`src/rtl/core/cba_pkg.sv`:
```
// shared types and constants of the compacting block allocator
// used by cba_cell, cba_ctrl, compacting_block_allocator and cba_checker
`default_nettype none

package cba_pkg;

    localparam int MAX_BLOCKS   = 64;
    localparam int HEADER_BYTES = 16;
    localparam int IDX_W        = $clog2(MAX_BLOCKS);
    localparam int CNT_W        = $clog2(MAX_BLOCKS + 1);
    localparam int DATA_W       = 16;
    // signed width of the tail space: buffer minus all headers minus payload
    localparam int SP_W         = $clog2((MAX_BLOCKS + 2) * HEADER_BYTES + 65536) + 1;
    localparam int OUT_TDATA_W  = 56;

    localparam logic [DATA_W-1:0] BUF_RESET  = 16'd4096;
    localparam logic [DATA_W-1:0] HANDLE_MAX = 16'hFFFF;

    localparam logic FUNC_ALLOC = 1'b0;
    localparam logic FUNC_FREE  = 1'b1;

    typedef enum logic [1:0] {
        ST_IDLE,
        ST_DECIDE,
        ST_SCAN,
        ST_RESP
    } t_state;

    // token handed from cell to cell during a free sweep
    typedef struct packed {
        logic              scan;
        logic              found;
        logic [DATA_W-1:0] fsize;
        logic [DATA_W-1:0] fprev;
        logic [DATA_W-1:0] pv;
    } t_link;

    typedef struct packed {
        logic [DATA_W-1:0] key;
        logic              live;
    } t_bcast;

    typedef struct packed {
        logic              en;
        logic [IDX_W-1:0]  idx;
        logic [DATA_W-1:0] handle;
        logic [DATA_W-1:0] size;
    } t_wr;

endpackage

`default_nettype wire

```
`src/rtl/core/cba_cell.sv`:
```
// one entry of the ordered block table: handle and payload size
// depends on cba_pkg; passes the sweep token to its upper neighbor
`default_nettype none

module cba_cell (
    input  wire                      i_clk,
    input  wire                      i_rst_n,
    input  cba_pkg::t_link           i_link,
    output cba_pkg::t_link           o_link,
    input  cba_pkg::t_bcast          i_bcast,
    input  wire                      i_wr_sel,
    input  cba_pkg::t_wr             i_wr,
    input  wire [cba_pkg::DATA_W-1:0] i_up_handle,
    input  wire [cba_pkg::DATA_W-1:0] i_up_size,
    output logic [cba_pkg::DATA_W-1:0] o_handle,
    output logic [cba_pkg::DATA_W-1:0] o_size
);
    import cba_pkg::*;

    logic [DATA_W-1:0] r_handle;
    logic [DATA_W-1:0] r_size;
    t_link             r_link;
    t_link             n_link;
    logic              active;
    logic              match;
    logic              shift;

    always_comb begin
        active = i_link.scan & i_bcast.live;
        match  = active & ~i_link.found & (r_handle == i_bcast.key);
        shift  = active & (i_link.found | match);
        n_link = i_link;
        n_link.found = i_link.found | match;
        if (match) begin
            n_link.fsize = r_size;
            n_link.fprev = i_link.pv;
        end
        // remember the handle of the last live entry passed so far
        if (active) begin
            n_link.pv = r_handle;
        end
    end

    always_ff @(posedge i_clk) begin
        if (i_wr_sel) begin
            r_handle <= i_wr.handle;
            r_size   <= i_wr.size;
        end else if (shift) begin
            r_handle <= i_up_handle;
            r_size   <= i_up_size;
        end
    end

    always_ff @(posedge i_clk) begin
        if (!i_rst_n) begin
            r_link <= '0;
        end else begin
            r_link <= n_link;
        end
    end

    assign o_link   = r_link;
    assign o_handle = r_handle;
    assign o_size   = r_size;

endmodule

`default_nettype wire

```
`config.mk`:
```
export PLATFORM = sky130hd
export DESIGN_NAME = cba_cell
export DESIGN_NICKNAME = d
export VERILOG_FILES = /design/src/rtl/core/cba_pkg.sv /design/src/rtl/core/cba_cell.sv
export SDC_FILE = /design/constraint.sdc
export NUM_CORES = 1
export LEC_CHECK = 0
export BUFFER_PORTS_ARGS = -buffer_cell sky130_fd_sc_hd__buf_4
export CAP_MARGIN = 20
export CORE_MARGIN = 2
export CORE_UTILIZATION = 40
export CTS_CLUSTER_SIZE = 16
export DETAILED_ROUTE_END_ITERATION = 10
export GPL_TIMING_DRIVEN = 0
export HOLD_SLACK_MARGIN = 0.1
export PLACE_DENSITY = 0.88
export RECOVER_POWER = 50
export SETUP_SLACK_MARGIN = 0.2
export SLEW_MARGIN = 20
export SYNTH_ARGS = -nofsm -noshare
export SYNTH_HDL_FRONTEND = slang
export SYNTH_SLANG_ARGS = --single-unit
export TNS_END_PERCENT = 50
```
`constraint.sdc`:
```
create_clock -name i_clk -period 4.2 [get_ports i_clk]
set_input_delay 0.63 -clock i_clk [delete_from_list [all_inputs] [get_ports i_clk]]
set_output_delay 0.63 -clock i_clk [all_outputs]
set_load 0.005 [all_outputs]
```
## Word level (Yosys, flattened, before mapping)

Index checks and enable logic that the tools add are counted.

- Bits in registers: 82
- Input port bits: 141
- Output and inout bits: 82
- Logic and storage cells: 21

- Equality and inequality tests: 1
- Muxes and demuxes: 6
- Bitwise gates (word level): 6
- Reduce and logical (&&, ||, !) cells: 1

Operators by type and width:

| cell | count |
|---|---|
| $mux W16 | 5 |
| $mux W32 | 1 |
| $eq A16 B16 Y1 | 1 |
| $and A1 B1 Y1 | 4 |
| $reduce_bool A2 Y1 | 1 |
| $not A1 Y1 | 1 |
| $or A1 B1 Y1 | 1 |

## Depth between registers and ports, before layout

Gate-level depths: netlist (run 1).

- Word-level depth: 7
- Mapped depth: 7
- Gate-level depth less buffers: 5

## Worst setup path after synthesis (run 1)

OpenSTA, ideal clock, no wires.

- Path kind: input to register
- From: input port i_bcast[3] (netlist name)
- To: register r_handle[0] (netlist: o_handle[0]), enable pin
- Setup time: 0.428 ns
- Data arrival time: 2.969 ns
- Data required time: 3.772 ns
- Setup slack: 0.803 ns
- Stages on the path: 6
- Path buffers: 1
- Path through: xor2_1 nor4_2 and3b_1 buf_6 a21oi_1 o21bai_1

- Cells in the longest elaborated chain, start to end: 5

Ends and longest elaborated chain:

| what | line | RTL |
|---|---|---|
| from (decl) | cba_cell.sv:10 | `input cba_pkg::t_bcast i_bcast,` |
| $eq A16 B16 Y1 | cba_cell.sv:30 | `match = active & ~i_link.found & (r_handle == i_bcast.key);` |
| $and A1 B1 Y1 | cba_cell.sv:30 |  |
| $or A1 B1 Y1 | cba_cell.sv:31 | `shift = active & (i_link.found \| match);` |
| $and A1 B1 Y1 | cba_cell.sv:31 |  |
| $reduce_bool A2 Y1 (no line) | n/a |  |
| to (signal assigned) | cba_cell.sv:46 | `r_handle <= i_wr.handle;` |
| to (signal assigned) | cba_cell.sv:49 | `r_handle <= i_up_handle;` |
| to (decl) | cba_cell.sv:20 | `logic [DATA_W-1:0] r_handle;` |

Every way passes these cells.
A chain may end at the register's enable or synchronous reset.

## Worst setup path in the final report (run 1)

- From: register r_handle[8] (netlist: o_handle[8])
- To: register r_size[11] (netlist: o_size[11]), enable pin

- Cells in the longest elaborated chain, start to end: 5

Ends and longest elaborated chain:

| what | line | RTL |
|---|---|---|
| $eq A16 B16 Y1 | cba_cell.sv:30 |  |
| $and A1 B1 Y1 | cba_cell.sv:30 |  |
| $or A1 B1 Y1 | cba_cell.sv:31 |  |
| $and A1 B1 Y1 | cba_cell.sv:31 |  |
| $reduce_bool A2 Y1 (no line) | n/a |  |
| to (signal assigned) | cba_cell.sv:47 | `r_size <= i_wr.size;` |
| to (signal assigned) | cba_cell.sv:50 | `r_size <= i_up_size;` |
| to (decl) | cba_cell.sv:21 | `logic [DATA_W-1:0] r_size;` |

Every way passes these cells.

==> results.yml, run 1 <==
yosys:
  synth-main-ff-cell: "dfxtp_1"
  synth-seq-cells: 82
  ys_top_cells_by_count: "50 x dfxtp_1, 49 x a21oi_1, 33 x nand2_1"
  syn_avg_cell_area_sq_um: 10.8
  syn_nets: 456
  synth-edff-count: 32
  yosysTopAreaCell: "dfxtp_1"
  yosysMostFrequentCell: "dfxtp_1"
  ys_types: 24
  yosysSeqAreaShare_pct: 57.7
  synthTopCellsByArea: "dfxtp_1 29%, edfxtp_1 28%, mux2_2 11%"
  yosys.area.top_type_share_pct: 29.4
  synthCells: 315
  ys_warn_count: 0
  async_flop_share_pct: 0
  synth_area_sq_um: 3400
worst_setup_path:
  timing_worst_setup_path_type: "flip-flop to flip-flop"
  critPathArrivalTime_ns: 2.55
  cp-start-kind: "flip-flop"
  cp_max_fo: 20
  worstSetupEndpointType: "flip-flop"
  crit_required_ns: 4.25
power_and_ir_drop:
  max-vdd-ir-drop_v: 0.000166
  seq_power_share_pct: 50.7
  p_per_area_nw_per_um2: 347
  p_leak_uw: 0.00229
  sw_frac_of_total_pct: 25.0
  comb_power_share_pct: 17.6
  p_sw_uw: 464
  finalPower_uw: 1850
  p_int_uw: 1390
  clkPwrFrac_pct: 31.7
cts:
  clk_path_buf_depth: 2
  holdBufCountCts: 0
  cts_resized: 0
  cts_sinks: 82
  clkLatencyLatePin_ns: 0.35
  clk_transition_reported_paths_ns: 0.08
  h-tree-depth: 3
  tritoncts: "built"
  cts_buffers: 9
  root_buffer: "clkbuf_8"
  postCtsSetupBuffers: 0
sta:
  setup_viol: 0
  fin_skew_ns: 0.0114
  maxSlewViolCount: 0
  fin_crit_sh_pct: 59.3
  period_needed_ns: 2.49
  slew_headroom_pct: 58.7
  final_hold_viol_count: 0
  rsz0062_at_grt: "no"
  fin_setup_tns_ns: 0
  worst_pin_slew_ns: 0.620
  max_freq_mhz: 401
  whs_ns: 0.535
finish:
  post-route-cell-area_sq_um: 5330
  diodes: 0
  num-fill-cells: 676
  synthToLayoutAreaGrowth_pct: 56.7
  nets: 682
  layout-drive-gt1-share_pct: 47.8
  final_cells: 651
floorplanning:
  rows: 33
  die_h_um: 96.2
  coreArea_sq_um: 8220
  dieWidth_um: 96.2
  initial_utilization_pct: 41.4
  die_area_sq_um: 9260
  io_pins: 223
grt:
  track_usage_pct: 23.4
  grt_pass1_wl_um: 16200
  grt_overflow: 0
  grt_max_degree: 21
  grt_antenna_before_repair: 0
  grt_pass1_vias: 3208
place:
  placed_area_sq_um: 5180
  portBuffers: 214
  place.gp.congestion: 0.848
  dp_cells: 635
  hpwl_um: 8690
run_status:
  status: "complete, no violations"
detailed_routing:
  post_drt_wl_per_cell_um: 17.0
  drtAntennaViolNets: 0
  drt-initial-drc-count: 154
  via_count: 3282
  drt_wl_total_um: 11000
  drc: 0
  dr.pass1.iters: 4
  vias_per_cell: 5.04
min_path:
  min_path_type: "primary input to flip-flop"
flow_run:
  cap_violations: 0
==> cell usage in the layout, fill, tap and decap left out, types with 9 or more instances in the layout <==
| cell type | synthesis | layout |
|---|---|---|
| dfxtp_1 | 50 | 50 |
| o21ai_0 | 23 | 23 |
| clkbuf_4 | 0 | 67 |
| nand2_1 | 33 | 33 |
| clkbuf_1 | 18 | 32 |
| clkbuf_8 | 0 | 10 |
| nand3_1 | 32 | 32 |
| o21ai_1 | 9 | 9 |
| a21oi_1 | 49 | 49 |
| mux2_2 | 32 | 32 |
| xor2_1 | 9 | 9 |
| buf_4 | 0 | 134 |
| edfxtp_1 | 32 | 32 |
==> flip-flops by register name, indices dropped and copies added, names as in the netlist <==
register / flops
o_handle: 16
o_size: 16
o_link: 50
==> metal layers <==
layer	vias to the layer above	share of wire (%)	track usage, %
li1	1569	-	-
met1	1518	40	29.2
met2	171	51	39.4
met3	24	7.1	5.09
met4	0	2.1	8.93
met5	-	0	0
==> critical path, cell delays in order (launching register included) <==
cell and delay [ns]:
edfxtp_1 0.51, xor2_1 0.21, nor4_2 0.33, and3b_1 0.23
buf_6 0.14, a21oi_1 0.12, o21bai_4 0.43, buf_16 0.23
==> layout make-up <==
class	count	area [sq um]	area share, %
buffer	26	151	2.84
sequential	82	1960	36.8
multi-input combinational	206	1290	24.3
clock inverter	5	60.1	1.13
timing repair buffer	215	1590	29.7
clock buffer	11	141	2.65
tap	105	131	2.46
inverter	1	3.75	0.0704
==> stage by stage <==
step                worst slack, ns  util, %
finish                         1.71     64.9
global route                   1.56     64.9
CTS                            1.70     65.5
detailed placement             1.46     63.0
global placement             -0.212     62.5
floorplan                     0.803        -
==> logic make-up after synthesis <==
kind of cell / Yosys count / share of synthesized area, %
compound gates: 82 / 12.1
flops: 82 / 57.7
simple gates: 76 / 10.9
mux: 32 / 10.6
buf+inv: 27 / 4.56
xor+xnor: 16 / 4.12
==> final timing paths <==
path / from / end / slack, ns / cells after the start
min reg2reg: o_size[10]$_DFFE_PP_ / o_link[42]$_SDFF_PN0_ / 0.58 / 2
min: i_rst_n / o_link[49]$_SDFF_PN0_ / 0.53 / 2
max reg2reg: o_handle[8]$_DFFE_PP_ / o_size[11]$_DFFE_PP_ / 1.71 / 7
max: o_handle[8]$_DFFE_PP_ / o_size[11]$_DFFE_PP_ / 1.71 / 7
==> power by group through the flow <==
stage                     Clock, uW  Sequential, uW  Combinational (uW)
final                           587             939                 326
after global routing            632             945                 356
after CTS                       596             940                 339
after detailed placement          0             958                 338
after global placement            0             957                 325
after floorplan                   0             952                 105
(Power assumes the default switching activity.)
==> inputs of run 2 (changes only) <==
CORE_UTILIZATION = 38   (was 40)
PLACE_DENSITY = 0.87   (was 0.88)
clock period = 2.11 ns   (was 4.2 ns; I/O delays follow)
==> run 2 against run 1 <==
Critical path depth is the same; clock power rose by 81%; count of clock-buffer cells in the layout fell by 2; routed wire length up 4.5%; worst setup slack worse by 1.5 ns; power up 95%; die area is 5.0% higher; clock skew rose by 0.0035 ns; critical endpoint is now o_size[12]$_DFFE_PP_.
==> results.yml, run 2 (same netlist as run 1, synthesis figures left out) <==
grt:
  grt_max_degree: 17
  met1_usage_pct: 28.3
  use_met2_pct: 41.0
  grt_pass1_wl_um: 17600
  grt_antenna_before_repair: 0
  track_usage_pct: 23.4
  use_met3_pct: 4.89
  top_usage_layer: "met2"
  grt_pass1_vias: 3376
  grt_overflow: 0
worst_setup_path:
  worstSetupEndpointType: "flip-flop"
  critPathArrivalTime_ns: 1.98
  critical-path-top-delay-family: "simple AND/OR/NAND/NOR gates"
  crit_buf_inv: 2
  cp-start-kind: "flip-flop"
  crit_required_ns: 2.18
  timing_worst_setup_path_type: "flip-flop to flip-flop"
  cp_max_fo: 16
  crit_chain: "xor2_1, nor4_2, and3b_1, buf_6, a21oi_4, o21bai_4, buf_12"
  slowest_delay_ns: 0.42
  critPathSlowestCell: "edfxtp_1"
place:
  place.gp.congestion: 0.887
  dp_slack_ns: -0.502
  hpwl_um: 8740
  portBuffers: 214
sta:
  rsz0062_at_grt: "yes"
  fin_skew_ns: 0.0149
  fin_crit_sh_pct: 90.7
  max_freq_mhz: 523
  fin_ws_ns: 0.196
  fin_setup_tns_ns: 0
  slew_headroom_pct: 54.3
  worst_pin_slew_ns: 0.685
  final_hold_viol_count: 0
  maxSlewViolCount: 0
  period_needed_ns: 1.91
  setup_viol: 0
finish:
  largest_reg_flops: 50
  layout-drive-gt1-share_pct: 50.4
  synthToLayoutAreaGrowth_pct: 60.5
  ff_latch_area_sq_um: 1960
  layout_commonest_cell: "buf_4"
  num-fill-cells: 723
  nets: 696
  multi_input_area_sq_um: 1340
  diodes: 0
  final_cell_mix: "146 x buf_4, 64 x clkbuf_4, 50 x dfxtp_1, 43 x a21oi_1, 33 x nand2_1"
detailed_routing:
  drc: 0
  dr.pass1.iters: 4
  vias_per_cell: 4.98
  drt-initial-drc-count: 95
  via_count: 3326
  post_drt_wl_per_cell_um: 17.3
  drt_wl_total_um: 11500
  drtAntennaViolNets: 0
power_and_ir_drop:
  max-vdd-ir-drop_v: 0.000337
  p_per_area_nw_per_um2: 663
  p_leak_uw: 0.00233
cts:
  cts_sinks: 82
  root_buffer: "clkbuf_8"
  h-tree-depth: 3
  tritoncts: "built"
  clkLatencyLatePin_ns: 0.36
  clk_path_buf_depth: 2
  cts_buffers: 9
  holdBufCountCts: 0
  clk_transition_reported_paths_ns: 0.09
run_status:
  status: "complete, no violations"
floorplanning:
  coreArea_sq_um: 8720
  initial_utilization_pct: 39.0
  io_pins: 223
  die_area_sq_um: 9720
  dieWidth_um: 98.6
  rows: 34
  die_h_um: 98.6
min_path:
  min_path_type: "primary input to flip-flop"
flow_run:
  cap_violations: 0
-- run 2: cell count changes in the layout (fill, tap and decap cells not counted), moves of 5 or more --
cell / change
o21ai_0: -12
buf_4: +12
a21oi_1: -6
o21ai_1: +12
a21oi_2: +5
-- run 2: tightest hold or removal path, stage by stage --
cell	delay, ns
buf_4	0.11
nand2_1	0.05
a21oi_1	0.05
-- run 2: path summary, 6_finish.rpt --
path,startpoint,end,slack (ns),cells past startpoint
worst max register to register,o_handle[0]$_DFFE_PP_,o_size[12]$_DFFE_PP_,0.20,7
worst min register to register,o_size[1]$_DFFE_PP_,o_link[33]$_SDFF_PN0_,0.57,2
worst min-delay path,i_link[3],o_link[3]$_SDFF_PN0_,0.21,3
worst max-delay path,o_handle[0]$_DFFE_PP_,o_size[12]$_DFFE_PP_,0.20,7
-- run 2: area by class of cell --
| type | count | area share, % |
|---|---|---|
| tap | 108 | 2.48 |
| clock inverter | 7 | 0.963 |
| buffer | 26 | 2.89 |
| sequential | 82 | 35.9 |
| timing repair buffer | 228 | 30.8 |
| clock buffer | 9 | 2.27 |
| multi-input combinational | 207 | 24.6 |
| inverter | 1 | 0.0688 |
-- run 2: repair_timing --
item	in CTS	in global routing
setup buffers	13	1
pin swaps	7	2
endpoints found under the setup margin	62	62
resized for setup	5	23
gates cloned	1	0
-- run 2: layer usage --
| metal | part of all wire, % | up-vias |
|---|---|---|
| met5 | 0 | - |
| met4 | 1.9 | 0 |
| met3 | 5.8 | 19 |
| met2 | 53 | 154 |
| met1 | 40 | 1548 |
| li1 | - | 1605 |
-- run 2: through the flow --
| stage | total power [uW] | std cells | instance area [sq um] | util, % | hold slack [ns] |
|---|---|---|---|---|---|
| global route | 3770 | 668 | 5460 | 62.6 | 0.209 |
| CTS | 3660 | 667 | 5480 | 62.9 | 0.169 |
| finish | 3620 | 668 | 5460 | 62.6 | 0.214 |
| global placement | 2560 | 637 | 5160 | 59.2 | 0.543 |
| detailed placement | 2570 | 637 | 5160 | 59.2 | 0.547 |
| floorplan | 2100 | 315 | 3420 | - | 0.435 |
-- run 2: power breakdown --
part,switching (uW),internal [uW]
registers,72.6,1780
clock network,626,434
logic,284,417
total,983,2630
