### src/rtl/core/cba_pkg.sv
// shared types and constants of the compacting block allocator
// used by cba_cell, cba_ctrl, compacting_block_allocator and cba_checker
`default_nettype none

package cba_pkg;

    localparam int MAX_BLOCKS   = 64;
    localparam int HEADER_BYTES = 16;
    localparam int IDX_W        = $clog2(MAX_BLOCKS);
    localparam int CNT_W        = $clog2(MAX_BLOCKS + 1);
    localparam int DATA_W       = 16;
    // signed width of the tail space: buffer minus all headers minus payload
    localparam int SP_W         = $clog2((MAX_BLOCKS + 2) * HEADER_BYTES + 65536) + 1;
    localparam int OUT_TDATA_W  = 56;

    localparam logic [DATA_W-1:0] BUF_RESET  = 16'd4096;
    localparam logic [DATA_W-1:0] HANDLE_MAX = 16'hFFFF;

    localparam logic FUNC_ALLOC = 1'b0;
    localparam logic FUNC_FREE  = 1'b1;

    typedef enum logic [1:0] {
        ST_IDLE,
        ST_DECIDE,
        ST_SCAN,
        ST_RESP
    } t_state;

    // token handed from cell to cell during a free sweep
    typedef struct packed {
        logic              scan;
        logic              found;
        logic [DATA_W-1:0] fsize;
        logic [DATA_W-1:0] fprev;
        logic [DATA_W-1:0] pv;
    } t_link;

    typedef struct packed {
        logic [DATA_W-1:0] key;
        logic              live;
    } t_bcast;

    typedef struct packed {
        logic              en;
        logic [IDX_W-1:0]  idx;
        logic [DATA_W-1:0] handle;
        logic [DATA_W-1:0] size;
    } t_wr;

endpackage

`default_nettype wire

### src/rtl/core/cba_ctrl.sv
// sequencer of the allocator: space check, alloc writes, free sweeps, result register
// depends on cba_pkg; drives the cell row through t_link, t_bcast and t_wr
`default_nettype none

module cba_ctrl (
    input  wire                          i_clk,
    input  wire                          i_rst_n,
    input  wire                          s_axis_tvalid,
    output logic                         s_axis_tready,
    input  wire [15:0]                   s_axis_tdata,
    input  wire                          s_axis_tuser,
    output logic                         m_axis_tvalid,
    input  wire                          m_axis_tready,
    output logic [cba_pkg::OUT_TDATA_W-1:0] m_axis_tdata,
    output logic                         m_axis_tuser,
    input  wire                          i_cfg_wr_en,
    input  wire [15:0]                   i_cfg_wr_data,
    output cba_pkg::t_link               o_link,
    input  cba_pkg::t_link               i_link_end,
    output cba_pkg::t_bcast              o_bcast,
    output cba_pkg::t_wr                 o_wr
);
    import cba_pkg::*;

    t_state                   r_state;
    t_state                   n_state;
    logic [DATA_W-1:0]        r_buf;
    logic [CNT_W-1:0]         r_total;
    logic [DATA_W-1:0]        r_used;
    logic [DATA_W-1:0]        r_last;
    logic                     r_func;
    logic [DATA_W-1:0]        r_key;
    logic [CNT_W-1:0]         r_step;
    logic                     r_res_ok;
    logic [DATA_W-1:0]        r_res_h;
    logic                     r_ovalid;
    logic                     r_ook;
    logic [OUT_TDATA_W-1:0]   r_odata;

    logic signed [SP_W-1:0]   space;
    logic [DATA_W-1:0]        base;
    logic [DATA_W-1:0]        new_handle;
    logic                     alloc_ok;
    logic [DATA_W-1:0]        largest;
    logic                     step_done;
    logic                     out_free;
    logic                     load_out;

    always_comb begin
        space = SP_W'(r_buf)
              - (SP_W'(r_total) + SP_W'(2)) * SP_W'(HEADER_BYTES)
              - SP_W'(r_used);
        base       = (r_total == '0) ? '0 : r_last;
        new_handle = base + 16'd1;
        alloc_ok   = (r_total != CNT_W'(MAX_BLOCKS)) && (base != HANDLE_MAX)
                   && (space >= $signed(SP_W'(r_key)));
        largest    = (space > 0) ? space[DATA_W-1:0] : '0;
        step_done  = (r_step == CNT_W'(MAX_BLOCKS));
        out_free   = ~r_ovalid | m_axis_tready;
    end

    // next state
    always_comb begin
        n_state = r_state;
        case (r_state)
            ST_IDLE: begin
                if (s_axis_tvalid) n_state = ST_DECIDE;
            end
            ST_DECIDE: begin
                if ((r_func == FUNC_FREE) && (r_key != '0)) n_state = ST_SCAN;
                else n_state = ST_RESP;
            end
            ST_SCAN: begin
                if (step_done) n_state = ST_RESP;
            end
            ST_RESP: begin
                if (out_free) n_state = ST_IDLE;
            end
            default: n_state = ST_IDLE;
        endcase
    end

    // outputs
    always_comb begin
        s_axis_tready = (r_state == ST_IDLE);
        load_out      = (r_state == ST_RESP) && out_free;
        o_link        = '0;
        o_link.scan   = (r_state == ST_SCAN) && (r_step == '0);
        o_bcast.key   = r_key;
        o_bcast.live  = (r_step < r_total);
        o_wr.en       = (r_state == ST_DECIDE) && (r_func == FUNC_ALLOC) && alloc_ok;
        o_wr.idx      = r_total[IDX_W-1:0];
        o_wr.handle   = new_handle;
        o_wr.size     = r_key;
    end

    always_ff @(posedge i_clk) begin
        if (!i_rst_n) begin
            r_state  <= ST_IDLE;
            r_buf    <= BUF_RESET;
            r_total  <= '0;
            r_used   <= '0;
            r_last   <= '0;
            r_step   <= '0;
            r_ovalid <= 1'b0;
        end else begin
            r_state <= n_state;
            if (i_cfg_wr_en) begin
                r_buf <= i_cfg_wr_data;
            end
            case (r_state)
                ST_DECIDE: begin
                    r_step <= '0;
                    if ((r_func == FUNC_ALLOC) && alloc_ok) begin
                        r_total <= r_total + CNT_W'(1);
                        r_used  <= r_used + r_key;
                        r_last  <= new_handle;
                    end
                end
                ST_SCAN: begin
                    if (!step_done) begin
                        r_step <= r_step + CNT_W'(1);
                    end else if (i_link_end.found) begin
                        r_total <= r_total - CNT_W'(1);
                        r_used  <= r_used - i_link_end.fsize;
                        // freeing the newest block makes its predecessor the newest
                        if (r_key == r_last) r_last <= i_link_end.fprev;
                    end
                end
                default: begin
                end
            endcase
            if (load_out) begin
                r_ovalid <= 1'b1;
            end else if (m_axis_tready) begin
                r_ovalid <= 1'b0;
            end
        end
    end

    always_ff @(posedge i_clk) begin
        if (s_axis_tvalid && s_axis_tready) begin
            r_func <= s_axis_tuser;
            r_key  <= s_axis_tdata;
        end
        if (r_state == ST_DECIDE) begin
            if (r_func == FUNC_ALLOC) begin
                r_res_ok <= alloc_ok;
                r_res_h  <= alloc_ok ? new_handle : '0;
            end else begin
                r_res_ok <= 1'b0;
                r_res_h  <= '0;
            end
        end else if ((r_state == ST_SCAN) && step_done) begin
            r_res_ok <= i_link_end.found;
        end
        if (load_out) begin
            r_ook   <= r_res_ok;
            r_odata <= {1'b0, largest, r_used, 7'(r_total), r_res_h};
        end
    end

    assign m_axis_tvalid = r_ovalid;
    assign m_axis_tdata  = r_odata;
    assign m_axis_tuser  = r_ook;

endmodule

`default_nettype wire

### config.mk
export PLATFORM = sky130hd
export DESIGN_NAME = cba_ctrl
export DESIGN_NICKNAME = d
export VERILOG_FILES = /design/src/rtl/core/cba_pkg.sv /design/src/rtl/core/cba_ctrl.sv
export SDC_FILE = /design/constraint.sdc
export NUM_CORES = 1
export LEC_CHECK = 0
export CORE_MARGIN = 1
export CORE_UTILIZATION = 40
export CTS_CLUSTER_DIAMETER = 100
export CTS_CLUSTER_SIZE = 40
export DETAILED_ROUTE_END_ITERATION = 16
export DONT_BUFFER_PORTS = 1
export PLACE_DENSITY = 0.57
export SLEW_MARGIN = 10
export SYNTH_ARGS = -nofsm -noshare
export SYNTH_HDL_FRONTEND = slang
export SYNTH_SLANG_ARGS = --single-unit
### constraint.sdc
create_clock -name i_clk -period 6.9 [get_ports i_clk]
set_input_delay 0 -clock i_clk [delete_from_list [all_inputs] [get_ports i_clk]]
set_output_delay 0 -clock i_clk [all_outputs]
set_load 0.005 [all_outputs]
# [After elaboration in Yosys (flattened, before gate mapping)]
# Cells that the tools add are included.
[op_classes] n_addsub=9 mul=0 n_div=0 magnitude_cmp=3 eq_ne=14 n_shift=0 muxes=26 bitwise=4 reduce_logical=22
[op_table] op="$mux 16" n=8
[op_table] op="$pmux 16 s2" n=2
[op_table] op="$mux 7" n=4
[op_table] op="$pmux 7 s2" n=2
[op_table] op="$ge 18x17->1" n=1
[op_table] op="$gt 18x1->1 const B" n=1
[op_table] op="$sub 17x17->18" n=1
[op_table] op="$sub 16x12->17" n=1
[op_table] op="$add 16x1->16 const B" n=1
[op_table] op="$add 16x16->16" n=1
[op_table] op="$eq 16x16->1" n=1
[op_table] op="$ne 16x16->1 const B" n=1
[op_table] op="$reduce_bool 16->1" n=1
[op_table] op="$sub 16x16->16" n=1
[op_table] op="$add 7x1->7 const B" n=2
[op_table] op="$logic_not 7->1" n=2
[op_table] op="$logic_and 1x1->1" n=10
[op_table] op="$ne 2x2->1 const B" n=5
[op_table] op="$add 7x2->8 const B" n=1
[op_table] op="$pmux 2 s4" n=1
[op_table] op="$eq 7x7->1 const B" n=1
[op_table] op="$lt 7x7->1" n=1
[op_table] op="$ne 7x7->1 const B" n=1
[op_table] op="$sub 7x1->7 const B" n=1
[op_table] op="14 further kinds" n=27
[word_totals] register_bits=155 latchBits=0 ram_bits=0 rom_bits=0 in_bits=88 output_inout_bits=165 elab_cells=92 memories=0

# [Logic depth before layout (Yosys ltp)]
[depth] depth_word=8 mapped_depth=28

# [Worst setup path after synthesis]
# Ideal clock, no wire load.
[synth_timing] path_kind="reg-to-reg" from="register r_total[1]" to="register r_used[4]" arrival_time_ps=5168 t_required_ps=6830 setup_slack_ps=1662 stages_incl_launch_ff=28 cell_sequence="dfxtp_1 > ha_1 > and3_1 > xnor2_1 > ha_1 > o2111ai_1 > nand3_1 > o21a_1 > o21a_1 > nor2_1 > xor2_1 > ha_1 > nand4_1 > inv_1 > o211ai_1 > nand2_1 > o21a_1 > or2_2 > xor2_1 > ha_1 > nand4_1 > a31oi_1 > o21ai_0 > a31oi_1 > a211oi_2 > o31a_1 > or4_1 > a21oi_1"
[synth_via] elab_chain_cells=8 elab_cells_between_ends=13 classes_between="add/sub: 3; order compare: 1; eq/ne: 3; mux: 1; reduce/logical: 5"
[synth_lines] item="start: declaration" line="cba_ctrl.sv:28" text="logic [CNT_W-1:0] r_total;"
[synth_lines] item="start signal: assignment" line="cba_ctrl.sv:115" text="r_total <= r_total + CNT_W'(1);"
[synth_lines] item="start signal: assignment" line="cba_ctrl.sv:124" text="r_total <= r_total - CNT_W'(1);"
[synth_lines] item="$add 7x2->8" line="cba_ctrl.sv:51" text="- (SP_W'(r_total) + SP_W'(2)) * SP_W'(HEADER_BYTES)"
[synth_lines] item="$sub 16x12->17" line="cba_ctrl.sv:51"
[synth_lines] item="$sub 17x17->18" line="cba_ctrl.sv:52" text="- SP_W'(r_used);"
[synth_lines] item="via space[14]" line="cba_ctrl.sv:40" text="logic signed [SP_W-1:0] space;"
[synth_lines] item="$ge 18x17->1" line="cba_ctrl.sv:56" text="&& (space >= $signed(SP_W'(r_key)));"
[synth_lines] item="$logic_and 1x1->1" line="cba_ctrl.sv:56"
[synth_lines] item="$logic_and 1x1->1" line="cba_ctrl.sv:114" text="if ((r_func == FUNC_ALLOC) && alloc_ok) begin"
[synth_lines] item="$ne 2x1->1 (no source line)"
[synth_lines] item="$reduce_and 4->1 (no source line)"
[synth_lines] item="end signal: assignment" line="cba_ctrl.sv:116" text="r_used <= r_used + r_key;"
[synth_lines] item="end signal: assignment" line="cba_ctrl.sv:125" text="r_used <= r_used - i_link_end.fsize;"
[synth_lines] item="end: declaration" line="cba_ctrl.sv:29" text="logic [DATA_W-1:0] r_used;"
# The timed path passes the listed nets, and every way through them passes these cells.
# A chain may end at the register's enable or synchronous reset.

==> impl_summary.txt <==
----------------------------------------------------
[Power and ir drop]
  Switch Pwr ... ~2700 uW
  Clock network fraction of total power ... 0.168
  Leakage power summed over all cells ... around 0.0046 uW
  Internal cell power ... 3060 uW
  Switching part of the total ... 0.467
  Combinational share of power ... 0.560
  Sequential power share ... 0.272
  Max IR drop VDD ... roughly 220 uV
  Power per Cell Area ... 506 nW/um^2

[CTS]
  Master cell of the clock root buffer ... clkbuf_16
  TritonCTS clock tree ... built
  Skew-Pair Late Insertion Delay ... about 0.43 ns
  Number of buffers inserted during clock tree synthesis ... 17
  Number of H-tree levels ... 4
  Number of clock sinks seen by CTS ... 155
  Maximum count of clock buffers along a single path ... 2
  CTS clock-pin slew for the worst setup and hold paths ... 0.07 ns
  Number of setup buffers added after CTS ... 0

[Yosys]
  Most used DFF post-synth ... edfxtp_1
  Cell type with the largest total area after synthesis ... edfxtp_1
  Top area cells in the synthesized netlist ... edfxtp_1 (27%), dfxtp_1 (13%), ha_1 (9.3%)
  Share of the yosys chip area belonging to registers ... 0.398
  Number of register bits inferred by synthesis ... 155
  Async SR Flop Fraction ... 0
  Number of warnings issued by yosys ... 0
  Number of synthesized flops with an enable pin ... 90
  Post-synthesis instance total ... roughly 1,100
  Cell area after synthesis ... between 10,000 and 15,000 um^2
  Mean instance size in the synthesized netlist ... 9.27 um^2
  Area share of the largest cell type after synthesis ... 0.269
  Distinct cell type count of the synthesized netlist ... just under 70

[STA]
  Post-route setup TNS ... 0 ns
  Layout Skew ... 0.0113 ns
  Minimum setup slack in the final design ... between 0.6 and 0.7 ns
  Transition time at the pin with the least slew margin ... between 1 and 1.5 ns
  Final count of negative-setup-slack endpoints ... 0
  Pins over their slew limit ... 0
  Post-layout minimum cycle time ... 6.27 ns
  Relative slew margins ... 0.242
  Unrepaired setup endpoints after global routing ... false
  Portion of the clock cycle consumed by the worst path in the final layout ... 0.909
  Count of final hold-check violations ... 0
  Max Clk Rate ... roughly 160 MHz

[Worst setup path]
  Data arrival time at the worst-slack endpoint ... 6.27 ns
  Data required time at the worst endpoint ... about 6.9 ns
  Largest fanout on the critical path ... 11
  Critical path start-end classification ... register to primary output
  Crit path capture type ... primary output
  CP Launch Type ... register

[Place]
  IO Port Bufs ... 0
  DP Wirelength ... roughly 20,000 um
  Pre-CTS WS ... roughly 0.68 ns
  Placer congestion estimate ... between 0.8 and 0.9
  Post-DP Area ... 10,000 um^2

[Die]
  Initial cell density of the core ... 0.411
  Core outline area ... 24,500 um^2
  I/O pin total ... roughly 250
  DIE WIDTH ... about 160 um
  Area enclosed by the die boundary ... ~26,000 um^2
  Die Height ... 161 um
  Placement row count ... 57

[Drt]
  Number of iterations in the first detailed-routing pass ... 5
  Final wirelength ... ~28,000 um
  Number of design-rule violations left by the first detailed-router iteration ... 523
  Routed via count divided by cell count ... between 5 and 6
  Routed len/inst ... ~19 um
  Post-route DRC ... 0
  Residual antenna-violating net count after detailed routing ... 0
  Via count ... ~7,700

[Cells and area]
  Final Net Count ... between 1,000 and 1,500
  Share of layout cells above drive strength 1 ... 0.0563
  Most frequent standard cell in the layout excluding fill and tap cells ... nor2_1
  Final Util ... 0.464
  Cell area after layout ... around 11,000 um^2
  Top library cells by usage in the layout, fill and taps aside ... nor2_1 (96), edfxtp_1 (90), inv_1 (77)
  Layout overhead on the synthesized area ... 12.8%

[Min path]
  Path class of the lowest-slack min-delay path ... input port to register

[Run]
  Max-capacitance violation count ... 0

[Global routing]
  Total routing usage reported by global routing ... 0.217
  Pin count of the biggest net entering global routing ... just over 60
  Antenna violations before repair ... 2
  First-pass GRT wire length ... roughly 42,000 um
  Vias in the first global route ... 7,274
  Total global routing overflow ... 0

[Status]
  Run status ... complete, no violations

----------------------------------------------------
==> area by class of cell <==
class / count / area, um^2
Fill cell: 2327 / 13100
Multi-Input combinational cell: 790 / 5260
Sequential cell: 155 / 4000
Timing Repair Buffer: 81 / 783
Clock buffer: 17 / 425
Tap cell: 324 / 405
Inverter: 79 / 297
Clock inverter: 15 / 163
Antenna cell: 2 / 5.00
==> cells in the mapped netlist, drive strengths merged (8+ instances only) <==
master   n
xor2    37
a311oi   8
dfxtp   65
xnor2   44
a21oi   72
ha      75
clkbuf  29
and3     8
a21o    17
nand2   76
nor2    96
nand3   46
nand4   11
mux2i   30
nor3    25
o21a     9
o31ai   12
buf     81
edfxtp  90
and2    20
nor4    11
inv     78
nor2b    9
a211oi  14
o21ai   55
==> worst paths after layout <==
kind	startpoint	end	slack [ns]	cells after the start
setup / recovery	r_total[1]$_SDFFE_PN0P_	o_wr[38]	0.63	25
hold reg to reg	r_res_h[2]$_SDFFCE_PN0P_	m_axis_tdata[2]$_DFFE_PP_	0.42	0
setup reg to reg	r_total[1]$_SDFFE_PN0P_	r_res_ok$_DFFE_PP_	0.65	26
hold / removal	i_link_end[45]	r_used[13]$_SDFFE_PN0P_	0.12	5
==> timing repair <==
item	in CTS	in global routing
hold buffers	70	0
setup endpoints to repair	0	0
hold endpoints to repair	59	0
resized for setup	0	0
==> routing by layer <==
layer,vias to the layer above,global-route usage,wire length (um)
met5,-,0,0
met4,0,0.0797,714
met3,41,0.0542,2020
met2,291,0.341,12500
met1,3608,0.288,12500
li1,3786,-,-
==> critical path, cell delays in order (launching register included) <==
cell,delay [ns]
dfxtp_1,0.65
ha_1,0.27
xnor2_1,0.08
ha_1,0.35
a21boi_0,0.27
o21ai_0,0.14
a21boi_0,0.26
o21a_1,0.24
nor2_1,0.07
xnor2_1,0.14
ha_1,0.35
a21oi_1,0.19
o31ai_1,0.09
nand2_1,0.10
nand2_1,0.06
o21a_1,0.16
or2_2,0.27
xor2_1,0.31
ha_1,0.31
nand4_1,0.09
a31oi_1,0.07
o21ai_0,0.16
a31oi_1,0.11
a211oi_2,0.46
or3_1,0.46
nor2_1,0.14
==> through the flow <==
stage,total power (uW),cells,hold WS (ns)
after global routing,6180,1461,0.176
after floorplan,3900,1134,0.0989
final,5740,1463,0.123
after detailed placement,4700,1359,0.0747
after CTS,5730,1461,0.110
after global placement,4650,1359,0.0695
==> registers in the layout, summed over array words and instances (netlist names) <==
signal,flops
r_key,16
m_axis_tvalid,1
m_axis_tdata,55
r_buf,16
r_state,2
r_res_ok,1
r_func,1
r_used,16
r_res_h,16
r_total,7
r_step,7
r_last,16
m_axis_tuser,1
==> cells by family after synthesis <==
group | count (synthesis) | synth area share
and+or+nand+nor | 329 | 0.160
AOI/OAI and AO/OA | 221 | 0.142
buffers and inverters | 189 | 0.0982
DFF | 155 | 0.398
xor gates and xnor gates | 81 | 0.0705
adders and majority gates | 79 | 0.101
muxes | 30 | 0.0299
other | 1 | 0.000373
==> power by group through the flow <==
stage                     registers [uW]  logic, uW  clock network (uW)
after floorplan                     1440       2460                   0
after global placement              1580       3070                   0
after detailed placement            1580       3110                   0
after CTS                           1560       3180                 981
after global routing                1590       3570                1020
final                               1560       3210                 966
Note: power is estimated with default switching activity, not from simulation.
